==> config.mk <==
export PLATFORM = sky130hd
export DESIGN_NAME = banded_nearest_centroid_assign_top
export DESIGN_NICKNAME = d
export VERILOG_FILES = /design/src/sv/bnca_pkg.sv /design/src/sv/bnca_ram.sv /design/src/sv/bnca_sqdiff.sv /design/src/sv/banded_nearest_centroid_assign_top.sv
export SDC_FILE = /design/constraint.sdc
export NUM_CORES = 2
export LEC_CHECK = 0
export BUFFER_PORTS_ARGS = -buffer_cell sky130_fd_sc_hd__buf_4
export CORE_AREA = 2 2 509 511
export CTS_CLUSTER_SIZE = 25
export DETAILED_ROUTE_END_ITERATION = 6
export DIE_AREA = 0 0 511 513
export PLACE_DENSITY = 0.56
export SYNTH_ARGS = -nofsm -noshare
export SYNTH_HDL_FRONTEND = slang
export SYNTH_SLANG_ARGS = --single-unit
==> constraint.sdc <==
create_clock -name clk -period 9.2 [get_ports clk]
set_clock_uncertainty 0.15 [all_clocks]
set_input_delay 1.38 -clock clk [delete_from_list [all_inputs] [get_ports clk]]
set_output_delay 1.38 -clock clk [all_outputs]
set_load 0.005 [all_outputs]
==> src/sv/bnca_pkg.sv <==
// Package for the banded nearest-centroid classifier.
// Holds the request and result structs, band table entry type and shared codes.
// No dependencies.
`default_nettype none

package bnca_pkg;

  localparam int unsigned END_W   = 11;
  localparam int unsigned LEVEL_W = 16;
  localparam int unsigned ACC_W   = 48;
  localparam int unsigned DIFF_W  = 16;
  localparam int unsigned SQ_W    = 2 * DIFF_W;
  localparam int unsigned COUNT_W = 7;
  localparam int unsigned CFG_W   = 4;
  localparam int unsigned APB_ADDR_W = 3;
  localparam int unsigned APB_DATA_W = 32;

  localparam logic OP_TABLE_WRITE = 1'b0;
  localparam logic OP_SAMPLE      = 1'b1;

  localparam logic REG_CLUSTER_COUNT = 1'b0;
  localparam logic REG_BAND_COUNT    = 1'b1;

  localparam logic [CFG_W-1:0] CLUSTER_COUNT_RESET = 4'd8;
  localparam logic [CFG_W-1:0] BAND_COUNT_RESET    = 4'd8;

  localparam logic [ACC_W-1:0] ACC_MAX = {ACC_W{1'b1}};

  typedef struct packed {
    logic                      operation;
    logic [2:0]                cluster_index;
    logic [2:0]                band_index;
    logic [END_W-1:0]          band_end;
    logic signed [LEVEL_W-1:0] band_level;
    logic signed [LEVEL_W-1:0] sample_value;
    logic                      last_sample;
  } bnca_in_t;

  typedef struct packed {
    logic [3:0]       assigned_cluster;
    logic [ACC_W-1:0] min_distance;
  } bnca_out_t;

  typedef struct packed {
    logic [END_W-1:0]          band_end;
    logic signed [LEVEL_W-1:0] band_level;
  } band_entry_t;

  typedef struct packed {
    logic load_diff;
    logic load_square;
  } sq_ctrl_t;

endpackage

`default_nettype wire

==> src/sv/bnca_ram.sv <==
// Generic simple dual-port RAM: one write port, one read port with registered data.
// No dependencies.
`default_nettype none

module bnca_ram #(
  parameter int unsigned WIDTH = 27,
  parameter int unsigned DEPTH = 64
) (
  input  wire logic                                  clk,
  input  wire logic                                  we,
  input  wire logic [(DEPTH > 1 ? $clog2(DEPTH) : 1)-1:0] waddr,
  input  wire logic [WIDTH-1:0]                      wdata,
  input  wire logic [(DEPTH > 1 ? $clog2(DEPTH) : 1)-1:0] raddr,
  output logic      [WIDTH-1:0]                      rdata
);

  logic [WIDTH-1:0] mem [DEPTH];

  always_ff @(posedge clk) begin
    if (we) begin
      mem[waddr] <= wdata;
    end
    rdata <= mem[raddr];
  end

endmodule

`default_nettype wire

==> src/sv/bnca_sqdiff.sv <==
// Shared subtract-and-square unit: registered magnitude of the difference, then
// its registered square. Depends on bnca_pkg.
`default_nettype none

module bnca_sqdiff
  import bnca_pkg::*;
(
  input  wire logic                      clk,
  input  wire sq_ctrl_t                  ctrl,
  input  wire logic signed [LEVEL_W-1:0] sample,
  input  wire logic signed [LEVEL_W-1:0] level,
  output logic             [SQ_W-1:0]    square
);

  logic signed [LEVEL_W:0] diff;
  logic        [DIFF_W-1:0] mag;
  logic        [DIFF_W-1:0] mag_r;
  logic        [SQ_W-1:0]   square_r;

  always_comb begin
    diff = {sample[LEVEL_W-1], sample} - {level[LEVEL_W-1], level};
    // The magnitude of a 17-bit difference of two 16-bit values fits 16 bits.
    if (diff[LEVEL_W]) begin
      mag = DIFF_W'(-diff);
    end else begin
      mag = DIFF_W'(diff);
    end
  end

  always_ff @(posedge clk) begin
    if (ctrl.load_diff) begin
      mag_r <= mag;
    end
    if (ctrl.load_square) begin
      square_r <= mag_r * mag_r;
    end
  end

  assign square = square_r;

endmodule

`default_nettype wire

==> src/sv/banded_nearest_centroid_assign_top.sv <==
// Banded nearest-centroid classifier: a sample request makes one band table read and one
// shared subtract-square-accumulate pass per cluster in use, plus a table read per band
// advance made for that sample; a closing sample then posts the result once the result
// register can take it. Over a spectrum the band advances total at most the bands in use
// per cluster. A table write is taken in the idle state and leaves the block idle. The band
// table is one RAM with a single read port; band endpoints are found by stepping a
// per-cluster band pointer forward, which is restarted at band 0 after any register
// write, any in-range table write and each posted result.
// Depends on bnca_pkg, bnca_ram and bnca_sqdiff.
`default_nettype none

module banded_nearest_centroid_assign_top
  import bnca_pkg::*;
#(
  parameter int unsigned MAX_CLUSTERS = 8,
  parameter int unsigned MAX_BANDS    = 8,
  parameter int unsigned MAX_FREQS    = 1024
) (
  input  wire logic                  clk,
  input  wire logic                  rst_n,
  input  wire logic                  in_valid,
  output logic                       in_ready,
  input  wire bnca_in_t              in_data,
  output logic                       out_valid,
  input  wire logic                  out_ready,
  output bnca_out_t                  out_data,
  input  wire logic                  psel,
  input  wire logic                  penable,
  input  wire logic                  pwrite,
  input  wire logic [APB_ADDR_W-1:0] paddr,
  input  wire logic [APB_DATA_W-1:0] pwdata,
  output logic      [APB_DATA_W-1:0] prdata,
  output logic                       pready
);

  localparam int unsigned CW    = (MAX_CLUSTERS > 1) ? $clog2(MAX_CLUSTERS) : 1;
  localparam int unsigned BW    = (MAX_BANDS > 1) ? $clog2(MAX_BANDS) : 1;
  localparam int unsigned DEPTH = MAX_CLUSTERS * MAX_BANDS;
  localparam int unsigned AW    = (DEPTH > 1) ? $clog2(DEPTH) : 1;
  localparam int unsigned FW    = $clog2(MAX_FREQS + 1);
  localparam int unsigned CMP_W = (FW > END_W) ? FW : END_W;
  localparam int unsigned ENTRY_W = $bits(band_entry_t);

  typedef enum logic [5:0] {
    S_IDLE   = 6'b000001,
    S_READ   = 6'b000010,
    S_CHECK  = 6'b000100,
    S_SQUARE = 6'b001000,
    S_ACC    = 6'b010000,
    S_DONE   = 6'b100000
  } state_t;

  state_t state_r, state_nxt;

  logic [CFG_W-1:0] cluster_count_r, band_count_r;
  logic [COUNT_W-1:0] clusters_used, bands_used;

  logic [CW-1:0] clu_r, clu_nxt;
  logic [BW-1:0] band_r [MAX_CLUSTERS];
  logic [FW-1:0] freq_r;
  logic [ACC_W-1:0] acc_r [MAX_CLUSTERS];
  logic [ACC_W-1:0] best_val_r;
  logic [CW-1:0]    best_idx_r;
  logic signed [LEVEL_W-1:0] sample_r;
  logic last_r;

  logic        out_valid_r;
  bnca_out_t   out_data_r;

  logic        cfg_write;
  logic        in_fire;
  logic        table_write;
  logic        tw_in_range;
  logic [AW-1:0] waddr, raddr;
  band_entry_t wentry, rentry;
  logic [ENTRY_W-1:0] rdata;

  sq_ctrl_t    sq_ctrl;
  logic [SQ_W-1:0] square;

  logic             band_step;
  logic             last_cluster;
  logic [ACC_W:0]   acc_sum;
  logic [ACC_W-1:0] acc_new;
  logic             take_best;
  logic             post_result;

  // Configuration port.
  assign pready    = 1'b1;
  assign cfg_write = psel & penable & pwrite;

  always_comb begin
    prdata = '0;
    case (paddr[2])
      REG_CLUSTER_COUNT: prdata = APB_DATA_W'(cluster_count_r);
      REG_BAND_COUNT:    prdata = APB_DATA_W'(band_count_r);
      default:           prdata = '0;
    endcase
  end

  always_ff @(posedge clk) begin
    if (!rst_n) begin
      cluster_count_r <= CLUSTER_COUNT_RESET;
      band_count_r    <= BAND_COUNT_RESET;
    end else if (cfg_write) begin
      case (paddr[2])
        REG_CLUSTER_COUNT: cluster_count_r <= pwdata[CFG_W-1:0];
        REG_BAND_COUNT:    band_count_r    <= pwdata[CFG_W-1:0];
        default:           cluster_count_r <= cluster_count_r;
      endcase
    end
  end

  // A count of zero acts as one, and a count above the maximum acts as the maximum.
  always_comb begin
    if (cluster_count_r == '0) begin
      clusters_used = COUNT_W'(1);
    end else if (COUNT_W'(cluster_count_r) > COUNT_W'(MAX_CLUSTERS)) begin
      clusters_used = COUNT_W'(MAX_CLUSTERS);
    end else begin
      clusters_used = COUNT_W'(cluster_count_r);
    end
    if (band_count_r == '0) begin
      bands_used = COUNT_W'(1);
    end else if (COUNT_W'(band_count_r) > COUNT_W'(MAX_BANDS)) begin
      bands_used = COUNT_W'(MAX_BANDS);
    end else begin
      bands_used = COUNT_W'(band_count_r);
    end
  end

  // Band table.
  assign in_ready    = (state_r == S_IDLE);
  assign in_fire     = in_valid & in_ready;
  assign tw_in_range = (32'(in_data.cluster_index) < MAX_CLUSTERS) &&
                       (32'(in_data.band_index) < MAX_BANDS);
  assign table_write = in_fire && (in_data.operation == OP_TABLE_WRITE) && tw_in_range;

  assign waddr = AW'(AW'(in_data.cluster_index) * AW'(MAX_BANDS) + AW'(in_data.band_index));
  assign raddr = AW'(AW'(clu_r) * AW'(MAX_BANDS) + AW'(band_r[clu_r]));
  assign wentry.band_end   = in_data.band_end;
  assign wentry.band_level = in_data.band_level;
  assign rentry = band_entry_t'(rdata);

  bnca_ram #(
    .WIDTH (ENTRY_W),
    .DEPTH (DEPTH)
  ) u_table (
    .clk   (clk),
    .we    (table_write),
    .waddr (waddr),
    .wdata (wentry),
    .raddr (raddr),
    .rdata (rdata)
  );

  bnca_sqdiff u_sqdiff (
    .clk    (clk),
    .ctrl   (sq_ctrl),
    .sample (sample_r),
    .level  (rentry.band_level),
    .square (square)
  );

  // The band pointer only moves forward within a spectrum: a band whose endpoint lies
  // below the current frequency stays below it for all later frequencies.
  assign band_step = ((COUNT_W'(band_r[clu_r]) + COUNT_W'(1)) < bands_used) &&
                     (CMP_W'(rentry.band_end) < CMP_W'(freq_r));
  assign last_cluster = (COUNT_W'(clu_r) + COUNT_W'(1)) == clusters_used;

  always_comb begin
    acc_sum = {1'b0, acc_r[clu_r]} + (ACC_W + 1)'(square);
    acc_new = acc_sum[ACC_W] ? ACC_MAX : acc_sum[ACC_W-1:0];
    take_best = (clu_r == '0) || (acc_new < best_val_r);
  end

  assign post_result = (state_r == S_DONE) && (!out_valid_r || out_ready);

  always_comb begin
    state_nxt = state_r;
    clu_nxt   = clu_r;
    sq_ctrl   = '0;
    case (state_r)
      S_IDLE: begin
        if (in_fire && in_data.operation == OP_SAMPLE) begin
          state_nxt = S_READ;
          clu_nxt   = '0;
        end
      end
      S_READ: begin
        state_nxt = S_CHECK;
      end
      S_CHECK: begin
        if (band_step) begin
          state_nxt = S_READ;
        end else begin
          sq_ctrl.load_diff = 1'b1;
          state_nxt = S_SQUARE;
        end
      end
      S_SQUARE: begin
        sq_ctrl.load_square = 1'b1;
        state_nxt = S_ACC;
      end
      S_ACC: begin
        if (last_cluster) begin
          state_nxt = last_r ? S_DONE : S_IDLE;
        end else begin
          clu_nxt   = clu_r + CW'(1);
          state_nxt = S_READ;
        end
      end
      S_DONE: begin
        if (post_result) begin
          state_nxt = S_IDLE;
        end
      end
      default: begin
        state_nxt = S_IDLE;
      end
    endcase
  end

  always_ff @(posedge clk) begin
    if (!rst_n) begin
      state_r <= S_IDLE;
      clu_r   <= '0;
      freq_r  <= FW'(1);
      for (int i = 0; i < MAX_CLUSTERS; i++) begin
        band_r[i] <= '0;
        acc_r[i]  <= '0;
      end
    end else begin
      state_r <= state_nxt;
      clu_r   <= clu_nxt;
      if (cfg_write || table_write) begin
        for (int i = 0; i < MAX_CLUSTERS; i++) begin
          band_r[i] <= '0;
        end
      end else if (state_r == S_CHECK && band_step) begin
        band_r[clu_r] <= band_r[clu_r] + BW'(1);
      end else if (post_result) begin
        for (int i = 0; i < MAX_CLUSTERS; i++) begin
          band_r[i] <= '0;
        end
      end
      if (state_r == S_ACC) begin
        acc_r[clu_r] <= acc_new;
        if (last_cluster && !last_r && freq_r < FW'(MAX_FREQS)) begin
          freq_r <= freq_r + FW'(1);
        end
      end
      if (post_result) begin
        freq_r <= FW'(1);
        for (int i = 0; i < MAX_CLUSTERS; i++) begin
          acc_r[i] <= '0;
        end
      end
    end
  end

  always_ff @(posedge clk) begin
    if (in_fire) begin
      sample_r <= in_data.sample_value;
      last_r   <= in_data.last_sample;
    end
    if (state_r == S_ACC && take_best) begin
      best_val_r <= acc_new;
      best_idx_r <= clu_r;
    end
  end

  // Result register: a new request may be taken while a result waits here.
  always_ff @(posedge clk) begin
    if (!rst_n) begin
      out_valid_r <= 1'b0;
    end else if (post_result) begin
      out_valid_r <= 1'b1;
    end else if (out_ready) begin
      out_valid_r <= 1'b0;
    end
  end

  always_ff @(posedge clk) begin
    if (post_result) begin
      out_data_r.assigned_cluster <= 4'(COUNT_W'(best_idx_r) + COUNT_W'(1));
      out_data_r.min_distance     <= best_val_r;
    end
  end

  assign out_valid = out_valid_r;
  assign out_data  = out_data_r;

endmodule

`default_nettype wire
==> parameters.txt <==
Parameter                              Value

Status
  Outcome    finished clean

Yosys
  Biggest area contributors in the synthesized netlist    sky130_fd_sc_hd__edfxtp_1 (66%), sky130_fd_sc_hd__nand2_1 (7.2%), sky130_fd_sc_hd__fa_1 (3.1%)
  Cell type with the largest total area after synthesis    sky130_fd_sc_hd__edfxtp_1
  Synthesis-stage register bit count    2362
  Ys Warns    0
  Ys async rst share    0%
  Register area share after synthesis    around 67%
  Netlist area before placement    105000 um2
  Mean post-synth cell area    between 10 and 15 um2
  Number of flops mapped to enable cells by yosys    between 2000 and 2500
  Post-synthesis cell count    around 8400
  Distinct cell type count of the synthesized netlist    80
  Share of the synthesized area in the top cell type    between 60% and 70%
  Most used flip-flop cell after synthesis    sky130_fd_sc_hd__edfxtp_1

GRT
  First-pass GRT wire length    430 mm
  Overflow left after global routing    0
  Vias in the first global route    65600
  Maximum number of pins on one net before global-route repair    approximately 180
  Global Route Usage Sum    between 20% and 30%
  Antenna violations before repair    15

Routing
  Met2 wire length    about 140 mm
  WL/cell    about 24 um
  1st-pass router iterations    6
  Post-DRT Antenna Nets    0
  M1 wire length    between 100 and 150 mm
  Drt initial violations    about 6600
  Highest routed layer    met5
  Via count    67000
  Via/cell ratio    5.59
  Detail Route met3 WL    roughly 19 mm
  Residual DRC    0
  Aggregate routed wire length    between 200 and 300 mm

Clock network
  Buffers inserted by post-CTS timing repair    0
  Clk pin slew, worst setup/hold paths    around 0.06 ns
  Maximum number of buffers from clock root to sink    4
  Total clock buffers created by CTS    around 270
  Sink Count    2362
  Root Driver    sky130_fd_sc_hd__clkbuf_16
  Number of cells upsized or downsized after cts    0
  Clock tree from TritonCTS    built
  Worst-Skew Late Latency    between 0.9 and 1 ns
  Count of hold-fix buffers inserted at cts    0
  H-tree levels    5

STA
  Setup repair after global routing missed its margin    false
  Post-route fraction of the period consumed by the critical path    87.7%
  Aggregate negative setup slack    0 ns
  Relative slew slack    about 29%
  Count of endpoints failing hold in the final timing report    0
  Actual transition at the worst max-transition pin    1.07 ns
  Max Transition Viols Final    0
  Count of final setup violators    0
  Setup ws final    approximately 1.1 ns
  Maximum clock rate    approximately 120 MHz
  Minimum clock period    8.07 ns

Critical path
  Top delay family on crit path    compound AO/OA/AOI/OAI gates
  Nature of the critical path endpoint    flop
  Cell depth of the worst setup path    25
  Kind of critical path    flop to flop
  Required time at the endpoint of the critical path    approximately 9.7 ns
  Largest fanout on the critical path    46
  Launching element type of the critical path    flop
  Number of buffer and inverter stages on the critical path    4
  Delay of the slowest cell on the worst path    0.87 ns
  Arr. time, crit path    8.53 ns
  R2r worst-path depth    25
  Slowest library cell on the worst path    sky130_fd_sc_hd__dfxtp_4

Worst hold path
  Hold Path Cell Cnt    0
  Type of the tightest min-delay check    flop to flop

Power
  Switching power share of the total    between 20 and 25%
  Int Power    18.1 mW
  Post-route total power    around 23 mW
  Pwr dens    197 nW/um2
  Share of total power in combinational logic    5.8%
  Flop pwr share    between 50% and 60%
  Share of power burned in the clock network    between 40% and 50%
  Static leakage power    42.8 nW
  Switching pwr    about 5.2 mW
  IR drop worst, VDD    0.198 mV

Run
  Maxcap violations    0

Placement
  Cell area after placement    around 110000 um2
  Routability Congestion    0.807
  Worst setup slack after placement    around 1.1 ns
  I/O Buffers    120
  Total half-perimeter wirelength after legalization and detailed placement    about 160 mm

Layout
  Design Area, Final    roughly 120000 um2
  Most common library cell in the layout ignoring fill and taps    sky130_fd_sc_hd__edfxtp_1
  Fraction of final layout cells sized beyond drive strength 1    10.3%
  Area Overhead vs Synth    12.5%
  Highest-count cells in the layout ignoring fill and taps    sky130_fd_sc_hd__edfxtp_1 (2303), sky130_fd_sc_hd__nand2_1 (2004), sky130_fd_sc_hd__nand3_1 (594)
  Final layout net count    8899

Floorplan
  I/O pins    180
  Rows    ~190
  DIE WIDTH    roughly 510 um
  Floorplan core area    256000 um2
  Die Area    262000 um2
  Initial standard-cell utilization of the core    approximately two fifths
  Y dimension of the die    ~510 um
cells in the mapped netlist, types with 53 or more instances:
cell and instances:
sky130_fd_sc_hd__ha_1 211, sky130_fd_sc_hd__edfxtp_1 2303, sky130_fd_sc_hd__inv_1 389, sky130_fd_sc_hd__a311oi_1 125, sky130_fd_sc_hd__nand3_1 600, sky130_fd_sc_hd__o21ai_0 73, sky130_fd_sc_hd__nand2_1 2014, sky130_fd_sc_hd__buf_2 151
sky130_fd_sc_hd__dfxtp_1 59, sky130_fd_sc_hd__fa_1 165, sky130_fd_sc_hd__xnor2_1 64, sky130_fd_sc_hd__o22ai_1 62, sky130_fd_sc_hd__nor2_1 594, sky130_fd_sc_hd__a21oi_1 107, sky130_fd_sc_hd__and3_1 214, sky130_fd_sc_hd__clkbuf_1 261
sky130_fd_sc_hd__and2_1 53, sky130_fd_sc_hd__mux4_2 102, sky130_fd_sc_hd__buf_1 59, sky130_fd_sc_hd__a31oi_1 221
cell families (layout without fill, tap and decap cells):
kind of cell	count (synthesis)	count (layout)	synth area share, %
AND/OR/NAND/NOR	3655	3655	14.9
flip-flops	2362	2362	67.0
buffers and inverters	900	1132	3.54
AO/OA/AOI/OAI	818	818	5.43
adder cells (fa/ha/maj)	376	376	5.67
multiplexers	140	140	2.59
XOR/XNOR	98	98	0.831
other	2	33	0.00716
area by class of cell:
class                           count  area, um2
Antenna cell                        4       10.0
Multi-Input combinational cell   5116      31600
Timing Repair Buffer              284       2320
Tap cell                         3384       4230
Clock buffer                      341       7180
Inverter                          392       1490
Fill cell                       22700     138000
Clock inverter                    115        836
Sequential cell                  2362      70300
worst paths after layout:
path | start | to | slack (ns)
setup / recovery | flop | best_val_r[43] | 1.13
hold / removal | best_val_r[16] | out_data[16] | 0.29
setup reg to reg | flop | best_val_r[43] | 1.13
hold reg to reg | best_val_r[16] | out_data[16] | 0.29
metal layers:
layer	vias to the layer above	global-route usage, %
met4	8	6.93
met1	34000	29.2
met3	523	2.97
li1	30100	-
met2	2359	37.0
met5	-	0
state kept, by name, summed over array words and instances (netlist names), named ones only:
signal,flops
acc_r,384
band_count_r,4
band_r,24
best_idx_r,3
best_val_r,48
clu_r,3
cluster_count_r,4
freq_r,11
last_r,1
out_data,52
out_valid,1
sample_r,16
state_r,6
u_sqdiff.mag_r,16
u_sqdiff.square,31
u_table.mem,1728
u_table.rdata,27
metrics by stage:
stage	instances	hold WS, ns	util [%]
finish	12000	0.289	46.0
global route	12000	0.307	46.0
CTS	12000	0.287	46.0
detailed placement	11500	0.285	42.9
global placement	11500	0.287	42.9
floorplan	8378	0.256	-
power groups by stage:
stage          registers (mW)  logic, mW  clock network, mW
6_report                 12.0       1.34               9.99
5_1_grt                  12.0       1.47               10.6
4_1_cts                  12.0       1.34               10.2
3_5_place_dp             12.2       1.34                  0
3_3_place_gp             12.2       1.32                  0
2_1_floorplan            12.2      0.828                  0
Note: power is estimated with default switching activity, not from simulation.
